$ cat src/rtl/rbf_pkg.sv
// ----------------------------------------------------------------------------
// Receive byte ring FIFO package
// Sizes, request and status codes, and transaction types shared by the block.
// ----------------------------------------------------------------------------
`default_nettype none

package rbf_pkg;

  // Number of byte slots, from 2 to 127; the 7-bit fill level limits the top.
  localparam int FIFO_DEPTH = 64;
  localparam int PTR_W      = $clog2(FIFO_DEPTH);
  localparam int CNT_W      = 7;
  localparam int BYTE_W     = 8;

  localparam logic [CNT_W-1:0] DEPTH_CNT = CNT_W'(FIFO_DEPTH);
  localparam logic [PTR_W-1:0] LAST_PTR  = PTR_W'(FIFO_DEPTH - 1);

  typedef enum logic [1:0] {
    REQ_PUSH  = 2'd0,
    REQ_BURST = 2'd1,
    REQ_POP   = 2'd2,
    REQ_FLUSH = 2'd3
  } req_t;

  typedef enum logic [2:0] {
    STS_DONE     = 3'd0,
    STS_DATA     = 3'd1,
    STS_REFUSED  = 3'd2,
    STS_EMPTY    = 3'd3,
    STS_OVERFLOW = 3'd4
  } status_t;

  typedef enum logic {
    ST_IDLE,
    ST_POP
  } state_t;

  typedef struct packed {
    logic [1:0]        req_type;
    logic [BYTE_W-1:0] in_byte;
    logic [CNT_W-1:0]  req_count;
  } in_item_t;

  typedef struct packed {
    logic [BYTE_W-1:0] rd_data;
    logic [CNT_W-1:0]  fill_level;
    logic [2:0]        status;
    logic              last;
  } out_item_t;

  // Byte store access issued by the controller.
  typedef struct packed {
    logic              we;
    logic [PTR_W-1:0]  waddr;
    logic [BYTE_W-1:0] wdata;
    logic              re;
    logic [PTR_W-1:0]  raddr;
  } ram_req_t;

endpackage

`default_nettype wire

$ cat src/rtl/rbf_ram.sv
// ----------------------------------------------------------------------------
// Generic single-port-write RAM
// One write port and one read port; read data is registered and holds
// its value in cycles without a read.
// ----------------------------------------------------------------------------
`default_nettype none

module rbf_ram #(
  parameter  int WIDTH  = 8,
  parameter  int DEPTH  = 64,
  localparam int ADDR_W = (DEPTH > 1) ? $clog2(DEPTH) : 1
) (
  input  wire logic              clk,
  input  wire logic              we,
  input  wire logic [ADDR_W-1:0] waddr,
  input  wire logic [WIDTH-1:0]  wdata,
  input  wire logic              re,
  input  wire logic [ADDR_W-1:0] raddr,
  output logic      [WIDTH-1:0]  rdata
);

  logic [WIDTH-1:0] mem_r [DEPTH];
  logic [WIDTH-1:0] rdata_r;

  always_ff @(posedge clk) begin
    if (we) begin
      mem_r[waddr] <= wdata;
    end
    if (re) begin
      rdata_r <= mem_r[raddr];
    end
  end

  assign rdata = rdata_r;

endmodule

`default_nettype wire

$ cat src/rtl/rbf_ctrl.sv
// ----------------------------------------------------------------------------
// Receive byte ring FIFO controller
// Holds head pointer and fill count, sequences byte store accesses and
// drives the output register.
// ----------------------------------------------------------------------------
`default_nettype none

module rbf_ctrl (
  input  wire logic                      clk,
  input  wire logic                      rst_n,
  input  wire logic                      in_valid,
  output logic                           in_ready,
  input  wire rbf_pkg::in_item_t         in_item,
  output logic                           out_valid,
  input  wire logic                      out_ready,
  output rbf_pkg::out_item_t             out_item,
  output rbf_pkg::ram_req_t              ram_req,
  input  wire logic [rbf_pkg::BYTE_W-1:0] ram_rdata
);

  import rbf_pkg::*;

  state_t           state_r,  state_nxt;
  logic [PTR_W-1:0] ptr_r,    ptr_nxt;
  logic [CNT_W-1:0] count_r,  count_nxt;
  logic [CNT_W-1:0] remain_r, remain_nxt;
  logic             out_valid_r, out_valid_nxt;
  out_item_t        out_item_r,  out_item_nxt;

  logic             out_free;
  logic [PTR_W-1:0] ptr_inc;
  logic [PTR_W:0]   tail_sum;
  logic [PTR_W-1:0] tail_idx;

  assign out_free = !out_valid_r || out_ready;
  assign ptr_inc  = (ptr_r == LAST_PTR) ? '0 : ptr_r + 1'b1;

  // Head plus count stays below twice the depth, so one subtract wraps it.
  assign tail_sum = (PTR_W+1)'(ptr_r) + (PTR_W+1)'(count_r);
  assign tail_idx = (tail_sum >= (PTR_W+1)'(FIFO_DEPTH))
                  ? PTR_W'(tail_sum - (PTR_W+1)'(FIFO_DEPTH))
                  : PTR_W'(tail_sum);

  always_comb begin
    state_nxt     = state_r;
    ptr_nxt       = ptr_r;
    count_nxt     = count_r;
    remain_nxt    = remain_r;
    out_valid_nxt = out_valid_r && !out_ready;
    out_item_nxt  = out_item_r;
    ram_req       = '0;
    in_ready      = (state_r == ST_IDLE) && out_free;

    case (state_r)
      ST_IDLE: begin
        if (in_valid && in_ready) begin
          case (in_item.req_type)
            REQ_PUSH: begin
              out_valid_nxt = 1'b1;
              if (count_r == DEPTH_CNT) begin
                out_item_nxt = '{rd_data: '0, fill_level: count_r,
                                 status: STS_OVERFLOW, last: 1'b1};
              end else begin
                ram_req.we    = 1'b1;
                ram_req.waddr = tail_idx;
                ram_req.wdata = in_item.in_byte;
                count_nxt     = count_r + 1'b1;
                out_item_nxt  = '{rd_data: '0, fill_level: count_r + 1'b1,
                                  status: STS_DONE, last: 1'b1};
              end
            end
            REQ_BURST: begin
              if (in_item.req_count > count_r) begin
                out_valid_nxt = 1'b1;
                out_item_nxt  = '{rd_data: '0, fill_level: count_r,
                                  status: STS_REFUSED, last: 1'b1};
              end else if (in_item.req_count == '0) begin
                out_valid_nxt = 1'b1;
                out_item_nxt  = '{rd_data: '0, fill_level: count_r,
                                  status: STS_DONE, last: 1'b1};
              end else begin
                ram_req.re    = 1'b1;
                ram_req.raddr = ptr_r;
                remain_nxt    = in_item.req_count;
                state_nxt     = ST_POP;
              end
            end
            REQ_POP: begin
              if (count_r == '0) begin
                out_valid_nxt = 1'b1;
                out_item_nxt  = '{rd_data: '0, fill_level: '0,
                                  status: STS_EMPTY, last: 1'b1};
              end else begin
                ram_req.re    = 1'b1;
                ram_req.raddr = ptr_r;
                remain_nxt    = CNT_W'(1);
                state_nxt     = ST_POP;
              end
            end
            REQ_FLUSH: begin
              ptr_nxt       = '0;
              count_nxt     = '0;
              out_valid_nxt = 1'b1;
              out_item_nxt  = '{rd_data: '0, fill_level: '0,
                                status: STS_DONE, last: 1'b1};
            end
            default: begin
              out_valid_nxt = out_valid_r && !out_ready;
            end
          endcase
        end
      end
      ST_POP: begin
        // The read data holds until the output register can take it, and
        // the read of the following byte is issued as the current one leaves.
        if (out_free) begin
          out_valid_nxt = 1'b1;
          out_item_nxt  = '{rd_data: ram_rdata, fill_level: count_r - 1'b1,
                            status: STS_DATA, last: (remain_r == CNT_W'(1))};
          ptr_nxt       = ptr_inc;
          count_nxt     = count_r - 1'b1;
          if (remain_r == CNT_W'(1)) begin
            state_nxt = ST_IDLE;
          end else begin
            ram_req.re    = 1'b1;
            ram_req.raddr = ptr_inc;
            remain_nxt    = remain_r - 1'b1;
          end
        end
      end
      default: begin
        state_nxt = ST_IDLE;
      end
    endcase
  end

  always_ff @(posedge clk) begin
    if (!rst_n) begin
      state_r     <= ST_IDLE;
      ptr_r       <= '0;
      count_r     <= '0;
      remain_r    <= '0;
      out_valid_r <= 1'b0;
    end else begin
      state_r     <= state_nxt;
      ptr_r       <= ptr_nxt;
      count_r     <= count_nxt;
      remain_r    <= remain_nxt;
      out_valid_r <= out_valid_nxt;
    end
  end

  always_ff @(posedge clk) begin
    out_item_r <= out_item_nxt;
  end

  assign out_valid = out_valid_r;
  assign out_item  = out_item_r;

endmodule

`default_nettype wire

$ cat src/rtl/receive_byte_ring_fifo_unit.sv
// The receive byte ring FIFO keeps up to FIFO_DEPTH bytes in a byte store RAM
// with a registered read and answers one request per input transaction: push,
// burst pop, single pop or flush. Push, flush, a refused or zero-length burst
// and a pop from an empty FIFO return their result from the output register
// in the cycle after acceptance. A pop that removes bytes reads the store
// first, since the byte store read is registered, and then delivers one data
// transaction per cycle while the output is not stalled. No new request is
// taken until the last byte of a pop has entered the output register. A write
// is always visible to a read in a later cycle, so no forwarding path is
// needed.
`default_nettype none

module receive_byte_ring_fifo_unit (
  input  wire logic              clk,
  input  wire logic              rst_n,
  input  wire logic              in_valid,
  output logic                   in_ready,
  input  wire rbf_pkg::in_item_t in_item,
  output logic                   out_valid,
  input  wire logic              out_ready,
  output rbf_pkg::out_item_t     out_item
);

  import rbf_pkg::*;

  ram_req_t          ram_req;
  logic [BYTE_W-1:0] ram_rdata;

  rbf_ctrl u_ctrl (
    .clk       (clk),
    .rst_n     (rst_n),
    .in_valid  (in_valid),
    .in_ready  (in_ready),
    .in_item   (in_item),
    .out_valid (out_valid),
    .out_ready (out_ready),
    .out_item  (out_item),
    .ram_req   (ram_req),
    .ram_rdata (ram_rdata)
  );

  rbf_ram #(
    .WIDTH (BYTE_W),
    .DEPTH (FIFO_DEPTH)
  ) u_byte_store (
    .clk   (clk),
    .we    (ram_req.we),
    .waddr (ram_req.waddr),
    .wdata (ram_req.wdata),
    .re    (ram_req.re),
    .raddr (ram_req.raddr),
    .rdata (ram_rdata)
  );

endmodule

`default_nettype wire

$ cat config.mk
export PLATFORM = sky130hd
export DESIGN_NAME = receive_byte_ring_fifo_unit
export DESIGN_NICKNAME = d
export VERILOG_FILES = /design/src/rtl/rbf_pkg.sv /design/src/rtl/rbf_ram.sv /design/src/rtl/rbf_ctrl.sv /design/src/rtl/receive_byte_ring_fifo_unit.sv
export SDC_FILE = /design/constraint.sdc
export NUM_CORES = 1
export LEC_CHECK = 0
export BUFFER_PORTS_ARGS = -buffer_cell sky130_fd_sc_hd__buf_2
export CAP_MARGIN = 5
export CORE_MARGIN = 2
export CORE_UTILIZATION = 45
export DETAILED_ROUTE_END_ITERATION = 12
export GPL_TIMING_DRIVEN = 0
export PLACE_DENSITY = 0.68
export SYNTH_ARGS = -nofsm -noshare
export SYNTH_HDL_FRONTEND = slang
export SYNTH_SLANG_ARGS = --single-unit
$ cat constraint.sdc
create_clock -name clk -period 7.2 [get_ports clk]
set_clock_uncertainty 0.05 [all_clocks]
set_input_delay 1.8 -clock clk [delete_from_list [all_inputs] [get_ports clk]]
set_output_delay 1.8 -clock clk [all_outputs]
set_load 0.03 [all_outputs]
==> results.toml, run 1 <==
[clock_network]
cts_hold_buf = 0
insertion_delay_ps = 630
numClockSinks = 561
post_cts_buffers = 0
cts_made_buffers = 56
htreeDepth = 2
ctsResizeCount = 0
clock_path_buffers = 3
cts_tree = "done"
clk_pin_slew_ps = 60
root_buffer = "clkbuf_16"

[flow_run]
cap_violations = 0

[setup_path]
slowest_delay_ps = 1000
cp_cell_sequence = "buf_2, inv_1, ha_1, nand2_1, nor3_1, nand2_1, a41oi_1, clkbuf_1, clkbuf_1, a221oi_1, nor4_1, a311o_1"
worst-path-buf-inv = 4
worstSetupPathDepth = 12
start_kind = "primary input"
crit_path_end_kind = "flop"
crit_fanout = 10
cp.arrival_ps = 6580
path_delay_family = "compound AO/OA/AOI/OAI gates"
cp_slowest_cell = "a41oi_1"
path_class = "primary input to flop"
crit_required_ps = 7600
reg2regPathDepth = 13

[routing]
num_vias = 15200
dr.pass1.iters = 6
wl_per_cell_um = 25.2
wl_mm = 62.9
drt_iter0_markers = 1779
via_per_inst = 6.09
drc_errors = 0
postRouteAntennaNets = 0

[floorplanning]
start_util = 0.454
num_rows = 84
die_h_um = 234
die_w_um = 234
ios = 42
core_mm2 = 0.0524
design.die.area_mm2 = 0.0548

[grt]
grt_pass1_wl_mm = 93.8
grt_util_all_layers = 0.233
grt-ovfl-total = 0
antenna_found_initial = 0
grt_pass1_vias = 15000
grt_max_degree = 47

[synth]
yosys.area_share.adder = 0.0119
ys.flop_type = "edfxtp_1"
syn_inst = 1652
synth_edf_count = 539
synth-xor-area-share = 0.00478
synth_mux_area_frac = 0.0746
yosys_warnings = 0
synth_top_family_by_area = "compound AO/OA/AOI/OAI gates"
synthSimpleGateAreaFrac = 0.0948
synth_seq_area_share = 0.698
synth_cell_types = 79
syn-num-nets = 1695
synth-compound-area-share = 0.0967
async_flop_share = 0
syn_area_per_cell_um2 = 14.4
synthesis.area_mm2 = 0.0238
ys_ff_latch = 561

[placement]
placed_area_mm2 = 0.0251
gp_congestion = 0.984
hpwl_mm = 43.6
portBuffers = 41

[timing]
worst_pin_slew_ps = 1260
drv_slew = 0
tns_ps = 0
setup_viol = 0
rsz0062_at_grt = "no"
period_minus_slack_ps = 6180
max_clock_freq_mhz = 162
hold_ws_ps = 446
timing.slew.headroom = 0.148
fin_crit_sh = 0.858
hold_viol = 0

[finish]
final_util = 0.512
drive_above_1_share = 0.122
fin_area_mm2 = 0.0268
mostFrequentLayoutCells = "edfxtp_1 (539), nand2_1 (161), nor2_1 (138), mux2i_1 (101), clkbuf_1 (68)"
syn_to_final_growth_pct = 12.7
nets = 1806
final_common_cell = "edfxtp_1"

[pwr]
power_mw = 6.79
p_leak_nw = 8.87
vdd_ir_drop_max_mv = 0.182
power_density_mw_per_mm2 = 253

[status]
outcome = "finished, final reports clean"

[hold_path]
hold_path_depth = 2
hold_class = "flop to flop"
per-layer routing:
| metal | GRT usage | share of wire | up-vias |
|---|---|---|---|
| li1 | - | - | 6717 |
| met1 | 0.306 | 0.41 | 7434 |
| met2 | 0.373 | 0.46 | 837 |
| met3 | 0.0483 | 0.086 | 185 |
| met4 | 0.110 | 0.050 | 0 |
| met5 | 0 | 0 | - |
final timing paths:
path              slack, ps          startpoint               endpoint
setup / recovery       1020         in_item[15]  u_byte_store.rdata[6]
hold / removal          450  u_ctrl.remain_r[6]     u_ctrl.remain_r[6]
setup reg to reg       1630   u_ctrl.count_r[2]  u_byte_store.rdata[6]
hold reg to reg         450  u_ctrl.remain_r[6]     u_ctrl.remain_r[6]
sequential cells by signal, indices dropped and copies added (netlist names):
register and count:
u_ctrl.out_valid 1, u_ctrl.ptr_r 6, u_byte_store.rdata 8, u_byte_store.mem_r 512, u_ctrl.count_r 7, u_ctrl.out_item 19
u_ctrl.state_r 1, u_ctrl.remain_r 7
area by class of cell:
cell class / count / area (um2)
flip-flops and latches: 561 / 16600
well taps: 688 / 861
diodes: 1 / 2.50
multi-input cells: 984 / 6750
repair buffers: 53 / 395
clock inverters: 23 / 178
inverters: 22 / 82.6
clock buffers: 76 / 1570
plain buffers: 85 / 385
fillers: 4316 / 25600
kinds of logic (layout without fill, tap and decap cells):
| group | count (synthesis) | after routing |
|---|---|---|
| flops | 561 | 561 |
| mux | 147 | 147 |
| other cells | 0 | 1 |
| xor+xnor | 13 | 13 |
| buf+inv | 107 | 259 |
| compound gates | 315 | 315 |
| fa+ha+maj | 22 | 22 |
| simple gates | 487 | 487 |
stage by stage:
step,setup slack (ps),cells
2_1_floorplan,2380,1652
3_3_place_gp,706,2381
3_5_place_dp,669,2391
4_1_cts,1340,2490
5_1_grt,933,2492
6_report,1020,2493
cell usage after synthesis, types with 6 or more instances:
master | n | area [um2]
o2111a_1 | 10 | 113
nand4_1 | 9 | 56.3
nor4_1 | 7 | 43.8
a221oi_1 | 13 | 114
and4_1 | 7 | 61.3
a31oi_1 | 7 | 43.8
clkbuf_1 | 54 | 203
and3_1 | 36 | 225
o22ai_1 | 14 | 87.6
nand2_1 | 161 | 604
edfxtp_1 | 539 | 16200
nand3_1 | 56 | 280
a22oi_1 | 8 | 60.1
a21oi_1 | 48 | 240
o21ai_0 | 50 | 250
a2111oi_0 | 9 | 78.8
a211o_1 | 14 | 123
o211ai_1 | 17 | 128
dfxtp_1 | 22 | 440
nor2_1 | 139 | 522
a211oi_1 | 38 | 285
buf_4 | 6 | 45.0
xnor2_1 | 11 | 96.3
nor3_1 | 27 | 135
a221o_1 | 7 | 70.1
o31ai_1 | 7 | 52.6
a32oi_1 | 15 | 131
mux4_2 | 22 | 495
buf_2 | 17 | 85.1
mux2i_1 | 101 | 1010
a32o_1 | 7 | 70.1
mux2_2 | 24 | 270
a311oi_1 | 10 | 87.6
ha_1 | 21 | 263
inv_1 | 21 | 78.8
and2_1 | 19 | 119
report_power, final:
group / internal [mW] / switching (mW) / total, mW
combinational: 0.120 / 0.262 / 0.382
clock: 1.59 / 1.22 / 2.81
sequential: 3.58 / 0.0137 / 3.60
total: 5.29 / 1.50 / 6.79
worst reg2reg max path, stage by stage, from the launching register on:
cell	delay, ps
dfxtp_1	390
clkbuf_1	390
inv_1	240
ha_1	360
a21oi_1	140
a21oi_1	130
nand4bb_1	210
clkbuf_1	220
a41oi_1	930
clkbuf_1	700
clkbuf_1	670
a221oi_1	290
nor4_1	340
a311o_1	320
Power figures use the tool's default switching activity.
==> run 2: changes to the inputs <==
- ABC_AREA: not set -> 1
==> results.toml, run 2 <==
[floorplanning]
die_w_um = 244
die_h_um = 244
ios = 42
design.die.area_mm2 = 0.0597
start_util = 0.453
num_rows = 88
core_mm2 = 0.0574

[synth]
synth.area.top_cells = "edfxtp_1 (62%), nand3_1 (11%), nand2_1 (6.0%)"
ys.flop_type = "edfxtp_1"
ys_ff_latch = 561
synthTopCellsByCount = "nand3_1 (545), edfxtp_1 (539), nand2_1 (414)"
yosysMostFrequentCell = "nand3_1"
syn-num-nets = 2527
syn_area_per_cell_um2 = 10.5
async_flop_share = 0
synth_cell_types = 40
yosys_warnings = 0
yosysTopAreaCellShare = 0.623
syn_inst = 2484
synthesis.area_mm2 = 0.0260
synth_seq_area_share = 0.640
synth_largest_area_cell = "edfxtp_1"
synth_edf_count = 539

[routing]
drt_iter0_markers = 2491
via_per_inst = 5.50
num_vias = 18700
wl_per_cell_um = 21.4
postRouteAntennaNets = 0
dr.pass1.iters = 5
wl_mm = 73.0
drc_errors = 0

[clock_network]
ctsResizeCount = 0
insertion_delay_ps = 630
cts_hold_buf = 0
root_buffer = "clkbuf_16"
clock_path_buffers = 3
post_cts_buffers = 0
cts_made_buffers = 55
cts_tree = "done"
numClockSinks = 561
clk_pin_slew_ps = 60
htreeDepth = 2

[timing]
rsz0062_at_grt = "no"
hold_viol = 0
max_clock_freq_mhz = 208
timing.slew.headroom = 0.284
drv_slew = 0
period_minus_slack_ps = 4800
fin_crit_sh = 0.667
worst_pin_slew_ps = 1070
hold_ws_ps = 450
setup_viol = 0

[pwr]
power_density_mw_per_mm2 = 241
power_mw = 7.06
p_leak_nw = 11.6
vdd_ir_drop_max_mv = 0.176

[setup_path]
crit_required_ps = 7620
r2r-end = "u_byte_store.rdata[1]"
slowest_delay_ps = 590
crit_top_cell = "nand2_1"
cp.arrival_ps = 5220
cp_slowest_cell = "clkbuf_1"
reg2regPathDepth = 15
cp_cell_sequence = "buf_2, ha_1, nand2_1, nor2_1, nand4_1, nand2_1, nand2_1, nand2_4, nand2_1, o22ai_2, clkbuf_1, nand3_1, nand3_1, nand3_1, nand2_1"
reg2reg_from = "u_ctrl.count_r[4]"
ff2ff_setup_slack_ps = 3030
crit_path_end_kind = "flop"
crit_fanout = 10
path_class = "primary input to flop"
start_kind = "primary input"

[finish]
largest_reg_flops = 512
nets = 2640
syn_to_final_growth_pct = 12.9
fin_area_mm2 = 0.0293
final_util = 0.511
regMostFlops = "u_byte_store.mem_r"
mostFrequentLayoutCells = "nand3_1 (545), edfxtp_1 (539), nand2_1 (414), inv_1 (379), nand3b_1 (176)"
drive_above_1_share = 0.106
num_antenna_cells = 0
final_common_cell = "nand3_1"

[grt]
antenna_found_initial = 1
grt_util_all_layers = 0.246
grt_max_degree = 34
grt_pass1_vias = 17900
grt_pass1_wl_mm = 110
grt-ovfl-total = 0

[placement]
hpwl_mm = 51.6
placed_area_mm2 = 0.0275
gp_congestion = 0.947
portBuffers = 41

[flow_run]
cap_violations = 0

[hold_path]
hold_path_depth = 2
hold_end = "u_ctrl.remain_r[4]"
holdCritStartpoint = "u_ctrl.remain_r[4]"
hold_class = "flop to flop"

[status]
outcome = "finished, final reports clean"
## run 2: cell count changes after synthesis, moves of 63 or more
cell and delta:
nand2_1 +253, mux2i_1 -101, inv_1 +358, nand3b_1 +175, buf_2 +63, nand3_1 +489
## run 2: power breakdown
group          switching [mW]  internal [mW]  leakage [nW]  total, mW
Combinational           0.363          0.153          5.46      0.516
Sequential             0.0199           3.59          5.30       3.61
Clock                    1.24           1.69         0.881       2.93
Total                    1.62           5.44          11.6       7.06
## run 2: kinds of logic after synthesis
logic type	after synthesis	share of synthesized area
xor gates and xnor gates	14	0.00472
buffers and inverters	525	0.0866
AOI/OAI and AO/OA	82	0.0176
adders and majority gates	22	0.0109
DFF	561	0.640
and+or+nand+nor	1280	0.240
## run 2: cell type report
type | count | area (um2)
clock inverters | 31 | 337
multi-input cells | 1398 | 7160
repair buffers | 56 | 536
inverters | 390 | 1470
fillers | 4988 | 28000
plain buffers | 135 | 779
well taps | 765 | 957
clock buffers | 69 | 1470
flip-flops and latches | 561 | 16600
## run 2: how the worst max path moves through the flow
stage,start,endpoint,slack (ps),cells after the start
after floorplan,in_item[15],u_byte_store.mem_r[0][0],2340,9
after global placement,in_item[15],u_byte_store.mem_r[10][2],-1520,10
after detailed placement,in_item[6],u_byte_store.rdata[1],1940,15
after CTS,in_item[6],u_byte_store.rdata[1],2580,15
after global routing,in_item[15],u_byte_store.mem_r[43][5],2300,12
final,in_item[6],u_byte_store.rdata[1],2400,15
## run 2: worst max-delay path: cells and delay by family
family	cells	cell delay, ps
buffers and inverters	2	720
adders and majority gates	1	300
and+or+nand+nor	11	1910
AOI/OAI and AO/OA	1	480
## run 2: per-stage QoR
| stage | worst slack [ps] | cells | setup TNS, ps |
|---|---|---|---|
| floorplan | 2340 | 2484 | 0 |
| global placement | -1520 | 3290 | -569840 |
| detailed placement | 1940 | 3305 | 0 |
| CTS | 2580 | 3405 | 0 |
| global route | 2300 | 3405 | 0 |
| finish | 2400 | 3405 | 0 |
## run 2: layer usage
metal,global-route usage,part of all wire,wire [um]
met1,0.337,0.41,29900
met2,0.382,0.45,32700
met3,0.0560,0.10,7570
met4,0.0992,0.040,2900
met5,0,0.00016,12
